===== config.mk =====
export PLATFORM = sky130hd
export DESIGN_NAME = crc16_cobs_frame_encoder_flat
export DESIGN_NICKNAME = d
export VERILOG_FILES = /design/src/hdl/cfe_pkg.sv /design/src/hdl/cfe_in_if.sv /design/src/hdl/cfe_out_if.sv /design/src/hdl/crc16_cobs_frame_encoder.sv /design/src/hdl/cfe_front.sv /design/src/hdl/cfe_fifo.sv /design/src/hdl/cfe_back.sv /design/src/flat_wrapper.sv
export SDC_FILE = /design/constraint.sdc
export NUM_CORES = 1
export LEC_CHECK = 0
export ABC_AREA = 0
export CAP_MARGIN = 20
export CORE_ASPECT_RATIO = 1.4
export CORE_MARGIN = 4
export CORE_UTILIZATION = 55
export DETAILED_ROUTE_END_ITERATION = 6
export DONT_BUFFER_PORTS = 1
export PLACE_DENSITY = 0.66
export SLEW_MARGIN = 10
export SYNTH_ARGS = -nofsm -noshare
export SYNTH_HDL_FRONTEND = slang
export SYNTH_SLANG_ARGS = --single-unit

===== constraint.sdc =====
create_clock -name clk -period 9.89 [get_ports clk]
set_clock_uncertainty 0.05 [all_clocks]
set_input_delay 0.4945 -clock clk [delete_from_list [all_inputs] [get_ports clk]]
set_output_delay 0.4945 -clock clk [all_outputs]
set_load 0.01 [all_outputs]

===== src/hdl/cfe_pkg.sv =====
// Package for the CRC16 / COBS frame encoder: widths, codes, record types
// and the CRC and COBS step functions. Depends on nothing.
`timescale 1ns / 1ps

package cfe_pkg;

  // Field widths
  localparam int BYTE_W = 8;
  localparam int WORD_W = 16;
  localparam int POS_W  = WORD_W + 1;
  localparam int CFG_IDX_W = 1;

  typedef logic [BYTE_W-1:0]    byte_t;
  typedef logic [WORD_W-1:0]    word_t;
  typedef logic [POS_W-1:0]     pos_t;
  typedef logic [CFG_IDX_W-1:0] cfg_idx_t;

  // Defaults for the top-level parameters
  localparam int ADDR_WIDTH_DEF  = 16;
  localparam int QUEUE_DEPTH_DEF = 4;

  // Constants of the framing
  localparam word_t CRC_INIT    = 16'hFFFF;
  localparam word_t CRC_POLY    = 16'h1021;
  localparam byte_t FULL_CODE   = 8'hFF;
  localparam byte_t DELIM       = 8'h00;
  localparam word_t CAP_RESET   = 16'hFFFF;
  localparam word_t LIMIT_RESET = 16'd18000;

  // Configuration register indexes
  localparam cfg_idx_t REG_OUT_CAPACITY  = 1'd0;
  localparam cfg_idx_t REG_PAYLOAD_LIMIT = 1'd1;

  // Front sequencer: payload bytes, then the CRC tail and the close step
  typedef enum logic [1:0] {
    ST_PAYLOAD,
    ST_CRC_LO,
    ST_CRC_HI,
    ST_CLOSE
  } front_state_t;

  // One result item
  typedef struct packed {
    logic  write_en;
    word_t out_addr;
    byte_t out_value;
    logic  frame_end;
    logic  frame_ok;
    word_t frame_length;
  } result_t;

  // One queue record: one or two results of a front step
  typedef struct packed {
    result_t a;
    result_t b;
    logic    two;
    logic    step_end;
  } rec_t;

  // Outcome of feeding one byte to the COBS writer
  typedef struct packed {
    logic       failed;
    pos_t       wp;
    word_t      cp;
    byte_t      gc;
    logic [1:0] n_wr;
    word_t      a_addr;
    byte_t      a_val;
    word_t      b_addr;
  } cobs_t;

  // CRC16-CCITT over one byte, MSB first
  function automatic word_t crc_byte(input word_t crc, input byte_t b);
    word_t c;
    c = crc ^ {b, 8'h00};
    for (int i = 0; i < BYTE_W; i++) begin
      if (c[WORD_W-1]) begin
        c = {c[WORD_W-2:0], 1'b0} ^ CRC_POLY;
      end else begin
        c = {c[WORD_W-2:0], 1'b0};
      end
    end
    return c;
  endfunction

  // Feed one byte to the COBS writer: data write, code patch on zero,
  // and a forced code patch when a group of 254 bytes fills up
  function automatic cobs_t cobs_feed(input logic fail, input pos_t wp, input word_t cp,
                                      input byte_t gc, input byte_t b, input word_t cap);
    cobs_t r;
    pos_t  wp1;
    byte_t gc1;
    r.failed = fail;
    r.wp     = wp;
    r.cp     = cp;
    r.gc     = gc;
    r.n_wr   = 2'd0;
    r.a_addr = cp;
    r.a_val  = gc;
    r.b_addr = cp;
    wp1 = wp + pos_t'(1);
    gc1 = gc + byte_t'(1);
    if (!fail) begin
      if (wp >= {1'b0, cap}) begin
        r.failed = 1'b1;
      end else if (b == DELIM) begin
        r.n_wr = 2'd1;
        r.cp   = wp[WORD_W-1:0];
        r.wp   = wp1;
        r.gc   = byte_t'(1);
      end else begin
        r.n_wr   = 2'd1;
        r.a_addr = wp[WORD_W-1:0];
        r.a_val  = b;
        r.wp     = wp1;
        r.gc     = gc1;
        if (gc1 == FULL_CODE) begin
          if (cp >= cap) begin
            r.failed = 1'b1;
          end else begin
            r.n_wr = 2'd2;
            r.cp   = wp1[WORD_W-1:0];
            r.wp   = wp + pos_t'(2);
            r.gc   = byte_t'(1);
          end
        end
      end
    end
    return r;
  endfunction

  // Plain buffer write result
  function automatic result_t wr_result(input word_t addr, input byte_t val);
    result_t r;
    r = '0;
    r.write_en  = 1'b1;
    r.out_addr  = addr;
    r.out_value = val;
    return r;
  endfunction

endpackage


===== src/hdl/cfe_in_if.sv =====
// Input channel of the frame encoder: one payload byte per transfer.
// Depends on cfe_pkg.
`timescale 1ns / 1ps

interface cfe_in_if;
  logic           valid;
  logic           ready;
  cfe_pkg::byte_t data_byte;
  logic           last_byte;

  modport source (output valid, data_byte, last_byte, input ready);
  modport sink   (input valid, data_byte, last_byte, output ready);
endinterface


===== src/hdl/cfe_out_if.sv =====
// Result channel of the frame encoder: one buffer write or frame status per
// transfer. Depends on cfe_pkg.
`timescale 1ns / 1ps

interface cfe_out_if;
  logic           valid;
  logic           ready;
  logic           write_en;
  cfe_pkg::word_t out_addr;
  cfe_pkg::byte_t out_value;
  logic           frame_end;
  logic           frame_ok;
  cfe_pkg::word_t frame_length;
  logic           run_last;

  modport source (output valid, write_en, out_addr, out_value, frame_end, frame_ok,
                  frame_length, run_last, input ready);
  modport sink   (input valid, write_en, out_addr, out_value, frame_end, frame_ok,
                  frame_length, run_last, output ready);
endinterface


===== src/hdl/crc16_cobs_frame_encoder.sv =====
// Top level of the CRC16 / COBS frame encoder: front, record queue, back.
// Depends on cfe_pkg, cfe_in_if, cfe_out_if, cfe_front, cfe_fifo, cfe_back.
`timescale 1ns / 1ps

// Takes one payload byte per cycle while the record queue is not full,
// COBS encodes it with a CRC16-CCITT trailer (low byte first) and a zero
// delimiter, and gives buffer writes (address, byte) plus a frame status on
// the result that closes the frame. After the last byte of a frame the front
// sequencer steps through the CRC low byte, the CRC high byte and the closing
// code/delimiter before it takes input again, each step waiting while the
// queue is full. The back issues one result per cycle while the output is
// ready, so a byte that yields two writes (a full 254-byte group) gives two
// results; the record queue of QUEUE_DEPTH entries absorbs these bursts.
// Write configuration only while the encoder is idle.
module crc16_cobs_frame_encoder #(
  parameter int ADDR_WIDTH  = cfe_pkg::ADDR_WIDTH_DEF,
  parameter int QUEUE_DEPTH = cfe_pkg::QUEUE_DEPTH_DEF
) (
  input  logic              clk,
  input  logic              rst_n,
  cfe_in_if.sink            in_ch,
  cfe_out_if.source         out_ch,
  input  logic              cfg_we,
  input  cfe_pkg::cfg_idx_t cfg_index,
  input  cfe_pkg::word_t    cfg_wdata
);
  import cfe_pkg::*;

  logic q_full, q_push, q_pop, q_empty;
  rec_t q_rec, q_head;

  // Accept bytes and build records
  cfe_front #(
    .ADDR_WIDTH (ADDR_WIDTH)
  ) u_front (
    .clk       (clk),
    .rst_n     (rst_n),
    .in_ch     (in_ch),
    .cfg_we    (cfg_we),
    .cfg_index (cfg_index),
    .cfg_wdata (cfg_wdata),
    .q_full    (q_full),
    .q_push    (q_push),
    .q_rec     (q_rec)
  );

  // Queue records between the two sides
  cfe_fifo #(
    .DEPTH (QUEUE_DEPTH)
  ) u_fifo (
    .clk      (clk),
    .rst_n    (rst_n),
    .push     (q_push),
    .push_rec (q_rec),
    .full     (q_full),
    .pop      (q_pop),
    .head_rec (q_head),
    .empty    (q_empty)
  );

  // Issue one result per transfer
  cfe_back u_back (
    .clk      (clk),
    .rst_n    (rst_n),
    .head_rec (q_head),
    .empty    (q_empty),
    .pop      (q_pop),
    .out_ch   (out_ch)
  );

endmodule


===== src/hdl/cfe_front.sv =====
// Front of the frame encoder: takes payload bytes, keeps CRC and COBS state,
// and pushes result records into the queue. Depends on cfe_pkg, cfe_in_if.
`timescale 1ns / 1ps

module cfe_front #(
  parameter int ADDR_WIDTH = cfe_pkg::ADDR_WIDTH_DEF
) (
  input  logic              clk,
  input  logic              rst_n,
  cfe_in_if.sink            in_ch,
  input  logic              cfg_we,
  input  cfe_pkg::cfg_idx_t cfg_index,
  input  cfe_pkg::word_t    cfg_wdata,
  input  logic              q_full,
  output logic              q_push,
  output cfe_pkg::rec_t     q_rec
);
  import cfe_pkg::*;

  localparam word_t AddrMask = (ADDR_WIDTH >= WORD_W) ? {WORD_W{1'b1}} :
                               word_t'((64'd1 << ADDR_WIDTH) - 64'd1);

  front_state_t state_r, state_nxt;
  word_t        crc_r, crc_nxt;
  pos_t         wp_r, wp_nxt;
  word_t        cp_r, cp_nxt;
  byte_t        gc_r, gc_nxt;
  word_t        pc_r, pc_nxt;
  logic         failed_r, failed_nxt;
  word_t        cap_r, limit_r;

  logic         feed_fail;
  byte_t        feed_byte;
  cobs_t        cobs;
  logic         over_limit;
  logic         close_fail;
  logic         in_xfer;

  // Take configuration writes
  always_ff @(posedge clk) begin
    if (!rst_n) begin
      cap_r   <= CAP_RESET;
      limit_r <= LIMIT_RESET;
    end else if (cfg_we) begin
      unique case (cfg_index)
        REG_OUT_CAPACITY:  cap_r   <= cfg_wdata;
        REG_PAYLOAD_LIMIT: limit_r <= cfg_wdata;
      endcase
    end
  end

  // Hold the frame state
  always_ff @(posedge clk) begin
    if (!rst_n) begin
      state_r  <= ST_PAYLOAD;
      crc_r    <= CRC_INIT;
      wp_r     <= pos_t'(1);
      cp_r     <= '0;
      gc_r     <= byte_t'(1);
      pc_r     <= '0;
      failed_r <= 1'b0;
    end else begin
      state_r  <= state_nxt;
      crc_r    <= crc_nxt;
      wp_r     <= wp_nxt;
      cp_r     <= cp_nxt;
      gc_r     <= gc_nxt;
      pc_r     <= pc_nxt;
      failed_r <= failed_nxt;
    end
  end

  function automatic byte_t data_byte_sel();
    byte_t b;
    unique case (state_r)
      ST_PAYLOAD: b = in_ch.data_byte;
      ST_CRC_LO:  b = crc_r[BYTE_W-1:0];
      ST_CRC_HI:  b = crc_r[WORD_W-1:BYTE_W];
      default:    b = DELIM;
    endcase
    return b;
  endfunction

  // Pick the byte fed to the COBS writer in this step, and whether the feed fails
  assign over_limit = ({1'b0, pc_r} + pos_t'(2)) > {1'b0, limit_r};
  always_comb begin
    feed_fail = failed_r;
    feed_byte = data_byte_sel();
    unique case (state_r)
      ST_PAYLOAD: feed_fail = failed_r | (pc_r >= limit_r);
      ST_CRC_LO:  feed_fail = failed_r | over_limit;
      ST_CRC_HI:  feed_fail = failed_r;
      ST_CLOSE:   feed_fail = 1'b1;
      default:    feed_fail = 1'b1;
    endcase
  end

  assign cobs       = cobs_feed(feed_fail, wp_r, cp_r, gc_r, feed_byte, cap_r);
  assign close_fail = failed_r | (cp_r >= cap_r) | (wp_r >= {1'b0, cap_r});
  assign in_xfer    = in_ch.valid && in_ch.ready;

  // Advance the sequencer and build the record for this step
  always_comb begin
    state_nxt  = state_r;
    crc_nxt    = crc_r;
    wp_nxt     = wp_r;
    cp_nxt     = cp_r;
    gc_nxt     = gc_r;
    pc_nxt     = pc_r;
    failed_nxt = failed_r;
    in_ch.ready = 1'b0;
    q_push     = 1'b0;
    q_rec      = '0;
    q_rec.a    = wr_result(cobs.a_addr & AddrMask, cobs.a_val);
    q_rec.b    = wr_result(cobs.b_addr & AddrMask, FULL_CODE);
    q_rec.two  = (cobs.n_wr == 2'd2);

    unique case (state_r)
      ST_PAYLOAD: begin
        in_ch.ready = !q_full;
        if (in_xfer) begin
          if (!feed_fail) begin
            pc_nxt  = pc_r + word_t'(1);
            crc_nxt = crc_byte(crc_r, in_ch.data_byte);
          end
          failed_nxt     = cobs.failed;
          wp_nxt         = cobs.wp;
          cp_nxt         = cobs.cp;
          gc_nxt         = cobs.gc;
          q_push         = (cobs.n_wr != 2'd0);
          q_rec.step_end = !in_ch.last_byte;
          if (in_ch.last_byte) begin
            state_nxt = ST_CRC_LO;
          end
        end
      end
      ST_CRC_LO, ST_CRC_HI: begin
        if (!q_full) begin
          failed_nxt = cobs.failed;
          wp_nxt     = cobs.wp;
          cp_nxt     = cobs.cp;
          gc_nxt     = cobs.gc;
          q_push     = (cobs.n_wr != 2'd0);
          state_nxt  = (state_r == ST_CRC_LO) ? ST_CRC_HI : ST_CLOSE;
        end
      end
      ST_CLOSE: begin
        q_rec.step_end = 1'b1;
        if (close_fail) begin
          q_rec.a           = '0;
          q_rec.a.frame_end = 1'b1;
          q_rec.two         = 1'b0;
        end else begin
          q_rec.a                = wr_result(cp_r & AddrMask, gc_r);
          q_rec.b                = wr_result(wp_r[WORD_W-1:0] & AddrMask, DELIM);
          q_rec.b.frame_end      = 1'b1;
          q_rec.b.frame_ok       = 1'b1;
          q_rec.b.frame_length   = wp_r[WORD_W-1:0] + word_t'(1);
          q_rec.two              = 1'b1;
        end
        if (!q_full) begin
          q_push     = 1'b1;
          state_nxt  = ST_PAYLOAD;
          crc_nxt    = CRC_INIT;
          wp_nxt     = pos_t'(1);
          cp_nxt     = '0;
          gc_nxt     = byte_t'(1);
          pc_nxt     = '0;
          failed_nxt = 1'b0;
        end
      end
      default: state_nxt = ST_PAYLOAD;
    endcase
  end

endmodule


===== src/hdl/cfe_fifo.sv =====
// Record queue between front and back of the frame encoder.
// Depends on cfe_pkg.
`timescale 1ns / 1ps

module cfe_fifo #(
  parameter int DEPTH = cfe_pkg::QUEUE_DEPTH_DEF
) (
  input  logic          clk,
  input  logic          rst_n,
  input  logic          push,
  input  cfe_pkg::rec_t push_rec,
  output logic          full,
  input  logic          pop,
  output cfe_pkg::rec_t head_rec,
  output logic          empty
);
  import cfe_pkg::*;

  localparam int PtrW = (DEPTH > 1) ? $clog2(DEPTH) : 1;
  localparam int CntW = $clog2(DEPTH + 1);

  rec_t            mem_r [DEPTH];
  logic [PtrW-1:0] wr_ptr_r, wr_ptr_nxt;
  logic [PtrW-1:0] rd_ptr_r, rd_ptr_nxt;
  logic [CntW-1:0] cnt_r, cnt_nxt;
  logic            do_push, do_pop;

  assign full     = (cnt_r == CntW'(DEPTH));
  assign empty    = (cnt_r == '0);
  assign do_push  = push && !full;
  assign do_pop   = pop && !empty;
  assign head_rec = mem_r[rd_ptr_r];

  // Advance pointers with wrap at the depth
  always_comb begin
    wr_ptr_nxt = wr_ptr_r;
    rd_ptr_nxt = rd_ptr_r;
    cnt_nxt    = cnt_r;
    if (do_push) begin
      wr_ptr_nxt = (wr_ptr_r == PtrW'(DEPTH - 1)) ? '0 : wr_ptr_r + PtrW'(1);
    end
    if (do_pop) begin
      rd_ptr_nxt = (rd_ptr_r == PtrW'(DEPTH - 1)) ? '0 : rd_ptr_r + PtrW'(1);
    end
    if (do_push && !do_pop) begin
      cnt_nxt = cnt_r + CntW'(1);
    end else if (do_pop && !do_push) begin
      cnt_nxt = cnt_r - CntW'(1);
    end
  end

  always_ff @(posedge clk) begin
    if (!rst_n) begin
      wr_ptr_r <= '0;
      rd_ptr_r <= '0;
      cnt_r    <= '0;
    end else begin
      wr_ptr_r <= wr_ptr_nxt;
      rd_ptr_r <= rd_ptr_nxt;
      cnt_r    <= cnt_nxt;
    end
  end

  // Store records
  always_ff @(posedge clk) begin
    if (do_push) begin
      mem_r[wr_ptr_r] <= push_rec;
    end
  end

endmodule


===== src/hdl/cfe_back.sv =====
// Back of the frame encoder: splits queued records into single results on
// the output channel. Depends on cfe_pkg, cfe_out_if.
`timescale 1ns / 1ps

module cfe_back (
  input  logic          clk,
  input  logic          rst_n,
  input  cfe_pkg::rec_t head_rec,
  input  logic          empty,
  output logic          pop,
  cfe_out_if.source     out_ch
);
  import cfe_pkg::*;

  logic    half_r, half_nxt;
  result_t cur;
  logic    rec_done;
  logic    out_xfer;

  // Present the first or second result of the head record
  assign cur      = half_r ? head_rec.b : head_rec.a;
  assign rec_done = !head_rec.two || half_r;
  assign out_xfer = out_ch.valid && out_ch.ready;
  assign pop      = out_xfer && rec_done;

  assign out_ch.valid        = !empty;
  assign out_ch.write_en     = cur.write_en;
  assign out_ch.out_addr     = cur.out_addr;
  assign out_ch.out_value    = cur.out_value;
  assign out_ch.frame_end    = cur.frame_end;
  assign out_ch.frame_ok     = cur.frame_ok;
  assign out_ch.frame_length = cur.frame_length;
  assign out_ch.run_last     = rec_done && head_rec.step_end;

  // Step to the second result, or back to the first after a pop
  always_comb begin
    half_nxt = half_r;
    if (out_xfer) begin
      half_nxt = !rec_done;
    end
  end

  always_ff @(posedge clk) begin
    if (!rst_n) begin
      half_r <= 1'b0;
    end else begin
      half_r <= half_nxt;
    end
  end

endmodule

===== src/flat_wrapper.sv =====
// flat-port wrapper written by rule: the top's interface ports become plain ports
module crc16_cobs_frame_encoder_flat import cfe_pkg::*;
#(
  parameter int ADDR_WIDTH  = cfe_pkg::ADDR_WIDTH_DEF,
  parameter int QUEUE_DEPTH = cfe_pkg::QUEUE_DEPTH_DEF
)
  (clk, rst_n, cfg_we, cfg_index, cfg_wdata, in_ch_valid, in_ch_data_byte, in_ch_last_byte, in_ch_ready, out_ch_valid, out_ch_write_en, out_ch_out_addr, out_ch_out_value, out_ch_frame_end, out_ch_frame_ok, out_ch_frame_length, out_ch_run_last, out_ch_ready);
  cfe_in_if in_ch_i ();
  cfe_out_if out_ch_i ();
  input  logic clk;
  input  logic rst_n;
  input  logic cfg_we;
  input  cfe_pkg::cfg_idx_t cfg_index;
  input  cfe_pkg::word_t cfg_wdata;
  input wire logic [$bits(in_ch_i.valid)-1:0] in_ch_valid;
  input wire logic [$bits(in_ch_i.data_byte)-1:0] in_ch_data_byte;
  input wire logic [$bits(in_ch_i.last_byte)-1:0] in_ch_last_byte;
  output wire logic [$bits(in_ch_i.ready)-1:0] in_ch_ready;
  output wire logic [$bits(out_ch_i.valid)-1:0] out_ch_valid;
  output wire logic [$bits(out_ch_i.write_en)-1:0] out_ch_write_en;
  output wire logic [$bits(out_ch_i.out_addr)-1:0] out_ch_out_addr;
  output wire logic [$bits(out_ch_i.out_value)-1:0] out_ch_out_value;
  output wire logic [$bits(out_ch_i.frame_end)-1:0] out_ch_frame_end;
  output wire logic [$bits(out_ch_i.frame_ok)-1:0] out_ch_frame_ok;
  output wire logic [$bits(out_ch_i.frame_length)-1:0] out_ch_frame_length;
  output wire logic [$bits(out_ch_i.run_last)-1:0] out_ch_run_last;
  input wire logic [$bits(out_ch_i.ready)-1:0] out_ch_ready;
  assign in_ch_i.valid = in_ch_valid;
  assign in_ch_i.data_byte = in_ch_data_byte;
  assign in_ch_i.last_byte = in_ch_last_byte;
  assign in_ch_ready = in_ch_i.ready;
  assign out_ch_valid = out_ch_i.valid;
  assign out_ch_write_en = out_ch_i.write_en;
  assign out_ch_out_addr = out_ch_i.out_addr;
  assign out_ch_out_value = out_ch_i.out_value;
  assign out_ch_frame_end = out_ch_i.frame_end;
  assign out_ch_frame_ok = out_ch_i.frame_ok;
  assign out_ch_frame_length = out_ch_i.frame_length;
  assign out_ch_run_last = out_ch_i.run_last;
  assign out_ch_i.ready = out_ch_ready;
  crc16_cobs_frame_encoder #(.ADDR_WIDTH(ADDR_WIDTH), .QUEUE_DEPTH(QUEUE_DEPTH)) u_core (.clk(clk), .rst_n(rst_n), .in_ch(in_ch_i), .out_ch(out_ch_i), .cfg_we(cfg_we), .cfg_index(cfg_index), .cfg_wdata(cfg_wdata));
endmodule

## After elaboration in Yosys (flattened, before gate mapping)

Memories as Yosys holds them, arrays and structs flattened. A register that Yosys moved wholly into a read port is not among the register bits.
Index checks and enable logic that the tools add are counted.

- Add/subtract/negate cells: 10
- Order comparisons: 4
- Reduce and logical (&&, ||, !) cells: 28
- Equality and inequality tests: 13
- Muxes and demuxes: 89
- Bitwise gates (word level): 14

Operator list:

| cell | number |
|---|---|
| 2-to-1 mux 16 bit | 29 |
| 2-to-1 mux 43 bit | 4 |
| 2-to-1 mux 13 bit | 8 |
| 2-to-1 mux 87 bit | 1 |
| 2-to-1 mux 68 bit | 1 |
| 2-to-1 mux 67 bit | 1 |
| case mux 16 bit (2 select lines) | 2 |
| 2-to-1 mux 17 bit | 3 |
| case mux 17 bit (3 select lines) | 1 |
| case mux 16 bit (3 select lines) | 1 |
| case mux 8 bit (3 select lines) | 2 |
| 2-to-1 mux 44 bit | 1 |
| 2-to-1 mux 42 bit | 1 |
| adder 16 x 1 -> 16 bit (second input constant) | 2 |
| greater-or-equal comparator 16 bit | 2 |
| 2-to-1 mux 24 bit | 1 |
| 2-to-1 mux 8 bit | 3 |
| inverter 3 bit | 8 |
| adder 16 x 2 -> 17 bit (second input constant) | 1 |
| adder 17 x 1 -> 17 bit (second input constant) | 1 |
| adder 17 x 2 -> 17 bit (second input constant) | 1 |
| greater-or-equal comparator 17 x 16 -> 1 bit | 1 |
| greater-than comparator 17 x 16 -> 1 bit | 1 |
| 2-to-1 mux 2 bit | 8 |
| other kinds (29) | 74 |

- Input port bits: 31
- Logic and storage cells: 172
- Bits in registers: 116
- Memories kept: 1
- Memory bits (writable): 352

Memories:

| name | words | bits a word | read ports | clocked after memory_dff | write ports | RTL line | RTL |
|---|---|---|---|---|---|---|---|
| u_core.u_fifo.mem_r | 4 | 88 | 1 | 1 | 1 | cfe_fifo.sv:22 | `rec_t mem_r [DEPTH];` |

## Logic depth before layout (Yosys ltp)

- Depth in word-level cells: 42
- Mapped depth: 22
- Depth with buffers taken out: 22

## Hierarchy

A second synthesis with hierarchy kept.

- Cell total of the unflattened synthesis: 1,642
- Area total of the unflattened synthesis: 22,228.8 µm²

By module, submodules not included:

| module | cells each | seq. area each (µm²) | instances | area an instance (µm²) |
|---|---|---|---|---|
| cfe_fifo | 511 | 10,750.3 | 1 | 13,160.1 |
| cfe_front | 1,075 | 2,162.1 | 1 | 8,275.4 |
| cfe_back | 56 | 20.0 | 1 | 793.3 |

## Worst setup path before layout

OpenSTA, ideal clock, no wires.

- Path type: register to register
- From: register u_core.u_front.pc_r[1]
- To: memory u_core.u_fifo.mem_r[3][0] (netlist bit), enable pin
- Buffers on the path: 0
- Arrival time: 5.507 ns
- Required time: 9.413 ns
- Setup time: 0.427 ns
- Period minus slack after synthesis: 5.983 ns
- Cell stages (with the launch flop): 18
- Path slack: 3.907 ns
- Cell sequence: dfxtp_1 -> ha_1 -> and3_1 -> and3_1 -> and3_1 -> and3_1 -> and3_1 -> and3_1 -> xor2_1 -> ha_1 -> and3_1 -> nor3b_1 -> a221o_1 -> a311oi_2 -> o211ai_2 -> a21o_1 -> o211ai_1 -> and2_1

- Word-level cells in the longest chain between the ends: 11
- Elaborated cells on any way between the ends: 14
- Classes of those cells: add/sub: 1; order compare: 2; mux: 7; bitwise: 2; reduce/logical: 2

Ends and longest elaborated chain:

| what | RTL line | RTL |
|---|---|---|
| from (decl) | cfe_front.sv:28 | `word_t pc_r, pc_nxt;` |
| from (signal assigned) | cfe_front.sv:68 | `pc_r <= pc_nxt;` |
| adder 16 x 2 -> 17 bit | cfe_front.sv:85 | `assign over_limit = ({1'b0, pc_r} + pos_t'(2)) > {1'b0, limit_r};` |
| greater-than comparator 17 x 16 -> 1 bit | cfe_front.sv:85 |  |
| OR 1 bit | cfe_front.sv:91 | `ST_CRC_LO: feed_fail = failed_r \| over_limit;` |
| case mux 1 bit (4 select lines) * | cfe_front.sv:89 | `unique case (state_r)` |
| 2-to-1 mux 68 bit * | cfe_pkg.sv:103 | `if (!fail) begin` |
| nonzero test 2 bit * | cfe_front.sv:130, cfe_front.sv:143 |  |
| 2-to-1 mux 1 bit, on equally long branches | cfe_front.sv:138, cfe_front.sv:121 |  |
| case mux 1 bit (3 select lines) * | cfe_front.sv:118 | `unique case (state_r)` |
| logical AND 1 bit * | cfe_fifo.sv:30 | `assign do_push = push && !full;` |
| named net u_core.u_fifo.do_push | cfe_fifo.sv:26 | `logic do_push, do_pop;` |
| 2-to-1 mux 1 bit * | cfe_fifo.sv:66 | `if (do_push) begin` |
| 2-to-1 mux 1 bit (not written as such) * | cfe_fifo.sv:67 | `mem_r[wr_ptr_r] <= push_rec;` |
| to (decl) | cfe_fifo.sv:22 |  |

Mark *: on every way through the listed nets, which the timed path passes. The rest lies on a longest branch.

## Final worst setup path

- From: register u_core.u_front.pc_r[1]
- To: register u_core.u_fifo.cnt_r[2]

- Word-level cells in the longest chain between the ends: 12
- Elaborated cells on any way between the ends: 17
- Classes of those cells: add/sub: 1; order compare: 2; mux: 6; bitwise: 2; reduce/logical: 6

Ends and longest elaborated chain:

| what | RTL line | RTL |
|---|---|---|
| adder 16 x 2 -> 17 bit | cfe_front.sv:85 |  |
| greater-than comparator 17 x 16 -> 1 bit | cfe_front.sv:85 |  |
| OR 1 bit | cfe_front.sv:91 |  |
| case mux 1 bit (4 select lines) * | cfe_front.sv:89 |  |
| 2-to-1 mux 68 bit * | cfe_pkg.sv:103 |  |
| nonzero test 2 bit * | cfe_front.sv:130, cfe_front.sv:143 |  |
| 2-to-1 mux 1 bit, on equally long branches | cfe_front.sv:138, cfe_front.sv:121 |  |
| case mux 1 bit (3 select lines) * | cfe_front.sv:118 |  |
| logical AND 1 bit * | cfe_fifo.sv:30 |  |
| named net u_core.u_fifo.do_push | cfe_fifo.sv:26 |  |
| logical NOT 1 bit | cfe_fifo.sv:47 | `end else if (do_pop && !do_push) begin` |
| logical AND 1 bit | cfe_fifo.sv:47 |  |
| nonzero test 2 bit (no line) | n/a |  |
| to (signal assigned) | cfe_fifo.sv:60 | `cnt_r <= cnt_nxt;` |
| to (decl) | cfe_fifo.sv:25 | `logic [CntW-1:0] cnt_r, cnt_nxt;` |

Marks and branches as above.
A chain may end at the register's enable or synchronous reset.

==> impl_metrics.env <==
export IMPL_outcome="complete, no violations"
export IMPL_fillerInstances=2568
export IMPL_final_antenna_net_count=0
export IMPL_cp_top_family="simple AND/OR/NAND/NOR gates"
export IMPL_layout_drive_gt1_share=0.114
export IMPL_initialDrtViolationCount=1026
export IMPL_rows=78
export IMPL_cts_resized=0
export IMPL_fp_coreArea_mm2=0.0323
export IMPL_clkTransAtPathRegs_ps=70
export IMPL_cp_data_required_time_ps=10280
export IMPL_peakVddDrop_uv=235
export IMPL_syn_area_mm2=0.0180
export IMPL_route_detailed_drc=0
export IMPL_critical_path_max_stage_delay_ps=580
export IMPL_gp_congestion=0.918
export IMPL_cp_arrival_ps=6430
export IMPL_die_w_um=161
export IMPL_slew_headroom=0.263
export IMPL_start_util=0.557
export IMPL_grt_setup_unrepaired="false"
export IMPL_crit_fanout=9
export IMPL_maxCapViolations=0
export IMPL_grt_first_pass_wirelength_um=67500
export IMPL_fmax_ghz=0.166
export IMPL_yosys_top_cells_area="edfxtp_1 (41%), dfxtp_1 (13%), mux4_2 (7.8%), ha_1 (5.6%), nand2_1 (4.9%)"
export IMPL_p_leak_nw=7.02
export IMPL_post_route_period_util=0.610
export IMPL_vias=12200
export IMPL_vias_per_cell=6.17
export IMPL_crit_top_cell="and3_1"
export IMPL_drt_total_wl_um=42400
export IMPL_grt_max_degree=65
export IMPL_place_inst=1918
export IMPL_synth_edf_count=248
export IMPL_num_io_pins=77
export IMPL_ys_seq_area_frac=0.546
export IMPL_finalCriticalPeriod_ps=6040
export IMPL_worst_path_buf_inv=1
export IMPL_async_reset_ff_frac=0
export IMPL_hold_viol_final=0
export IMPL_yosys_most_used_dff="edfxtp_1"
export IMPL_timing_setup_tns_ps=0
export IMPL_die_area_mm2=0.0357
export IMPL_ys_types=72
export IMPL_synth_top_area_frac=0.414
export IMPL_numClockSinks=366
export IMPL_num_antenna_cells=0
export IMPL_critPathKind="flop to flop"
export IMPL_min_path_type="input port to flop"
export IMPL_power_density_mw_per_mm2=264
export IMPL_cts_tree="done"
export IMPL_worst_path_max_delay_cell="o211ai_1"
export IMPL_critPathCaptureType="flop"
export IMPL_syn_num_nets=1666
export IMPL_fin_util=0.604
export IMPL_yosys_warnings=0
export IMPL_yosys_area_top_type="edfxtp_1"
export IMPL_dr_pass1_iters=6
export IMPL_grt_usage=0.236
export IMPL_io_buffers=0
export IMPL_dp_hpwl_um=28000
export IMPL_post_drt_wl_per_cell_um=21.4
export IMPL_cts_root_buffer="clkbuf_16"
export IMPL_tightest_slew_ps=1110
export IMPL_syn_inst=1553
export IMPL_cts_max_level=2
export IMPL_clk_latency_ps=520
export IMPL_final_max_slew_viol_count=0
export IMPL_cts_path_max_buffers=3
export IMPL_total_power_w=0.00515
export IMPL_regToRegSetupSlack_ps=3850
export IMPL_cts_buffers=35
export IMPL_grt_antenna_before_repair=0
export IMPL_syn_avg_cell_area_um2=11.6
export IMPL_finalSetupViolCount=0
export IMPL_crit_chain="ha_1, and3_1, and3_1, and3_1, and3_1, and3_1, and3_1, xor2_1, ha_1, and3_1, nor3b_1, a221o_1, a311oi_2, o211ai_2, a21o_1, o211ai_1, ha_1, inv_1, fa_1, xor2_1, or3_1, a21oi_1"
export IMPL_grt_pass1_vias=12100
export IMPL_syn_to_final_growth_pct=8.50
export IMPL_final_cells=1982
export IMPL_die_y_um=222
export IMPL_grt_ovfl_total=0
export IMPL_nNetsFinal=1631
export IMPL_startpoint_type="flop"
export IMPL_ys_ff_latch=366
routing by layer:
metal  global-route usage  wire length, µm  vias up
li1                     -                -     5737
met1                0.292            16500     5984
met2                0.417            21900      389
met3               0.0348             2250      114
met4               0.0953             1740        0
met5                    0                0        -
cell type report:
| class | instances | area, µm² | area share |
|---|---|---|---|
| well taps | 440 | 551 | 0.0282 |
| clock buffers | 38 | 887 | 0.0455 |
| clock inverters | 23 | 231 | 0.0119 |
| repair buffers | 27 | 215 | 0.0110 |
| inverters | 63 | 236 | 0.0121 |
| flip-flops and latches | 366 | 9810 | 0.503 |
| multi-input cells | 1025 | 7570 | 0.388 |
final timing paths:
path	endpoint	startpoint	cells past startpoint
worst max-delay path	u_core.u_fifo.cnt_r[2]$_SDFFE_PN0P_	u_core.u_front.pc_r[1]$_SDFFE_PN0P_	22
worst max register to register	u_core.u_fifo.cnt_r[2]$_SDFFE_PN0P_	u_core.u_front.pc_r[1]$_SDFFE_PN0P_	22
worst min register to register	u_core.u_front.limit_r[7]$_SDFFE_PN0P_	u_core.u_front.limit_r[7]$_SDFFE_PN0P_	2
worst min-delay path	u_core.u_front.crc_r[5]$_SDFFE_PN1P_	rst_n	1
Yosys cell counts (all sizes together) (4+ instances only):
library cell	n
nand2b	7
o21ai	64
edfxtp	248
a211oi	5
inv	61
and3	12
mux4	62
nor3	48
mux2i	20
a21oi	60
xor2	22
nand4	28
dfxtp	118
or3	18
buf	23
o31ai	4
a21o	7
o22ai	25
o211ai	35
a31oi	7
o21a	5
a22oi	16
nand2	235
and2	26
clkbuf	76
o2111ai	7
a2111o	8
nand3	37
a211o	4
nor4	6
a31o	5
xnor2	33
nor2b	7
or2	4
nor2	65
ha	81
mux2	14
a222oi	8
placed cells by master (no fill, tap or decap), drive strengths merged, types with 6 or more instances in the layout:
master and instances:
inv 63, xor2 22, clkinv 16, a222oi 8, a31oi 7, o211ai 35
o21ai 64, or3 18, edfxtp 248, mux2i 20, mux4 62, nor3 48
o22ai 25, nor2b 7, clkbuf 38, mux2 14, buf 25, dfxtp 118
nand3 37, a21o 7, and2 26, nor4 6, nor2 65, a21oi 60
a22oi 16, nand4 28, nand2 235, nand2b 7, a2111o 8, xnor2 33
and3 12, ha 81, o2111ai 7
kinds of logic after synthesis:
group / after synthesis / synth area share
buffers and inverters: 162 / 0.0346
muxes: 96 / 0.0976
AOI/OAI and AO/OA: 287 / 0.108
and+or+nand+nor: 505 / 0.130
adders and majority gates: 82 / 0.0575
xor gates and xnor gates: 55 / 0.0268
DFF: 366 / 0.546
report_power, final:
part	total (W)	switching [W]	leakage, nW	internal, W
Sequential	0.00214	0.000136	3.27	0.00201
Combinational	0.00169	0.00108	3.21	0.000606
Clock	0.00132	0.000562	0.538	0.000757
state kept, by name (all words and copies together), names as in the netlist, named ones only:
register	cells
u_core.u_front.failed_r	1
u_core.u_front.pc_r	16
u_core.u_front.limit_r	16
u_core.u_front.cp_r	16
u_core.u_front.gc_r	8
u_core.u_front.state_r	2
u_core.u_fifo.wr_ptr_r	2
u_core.u_fifo.cnt_r	3
u_core.u_front.crc_r	16
u_core.u_fifo.rd_ptr_r	2
u_core.u_front.wp_r	17
u_core.u_front.cap_r	16
u_core.u_fifo.mem_r	248
u_core.u_back.half_r	1
timing repair:
item                      CTS  global route
hold endpoints to repair   11             0
buffers inserted            0             0
hold buffers                2             0
per-stage QoR:
step           hold slack [ps]  cell area, µm²  worst slack (ps)
2_1_floorplan              383           18000              3910
4_1_cts                   5.29           19500              3800
6_report                  29.3           19500              3850
3_5_place_dp               399           18400              3840
3_3_place_gp               394           18400              4010
5_1_grt                   6.40           19500              3410
worst register-to-register path: cells and delay by family (launching register included):
kind | cells | cell delay, ps
xor gates and xnor gates | 2 | 320
AOI/OAI and AO/OA | 6 | 1900
and+or+nand+nor | 9 | 1990
buffers and inverters | 1 | 60
adders and majority gates | 4 | 1180
DFF | 1 | 450
(Power assumes the default switching activity.)
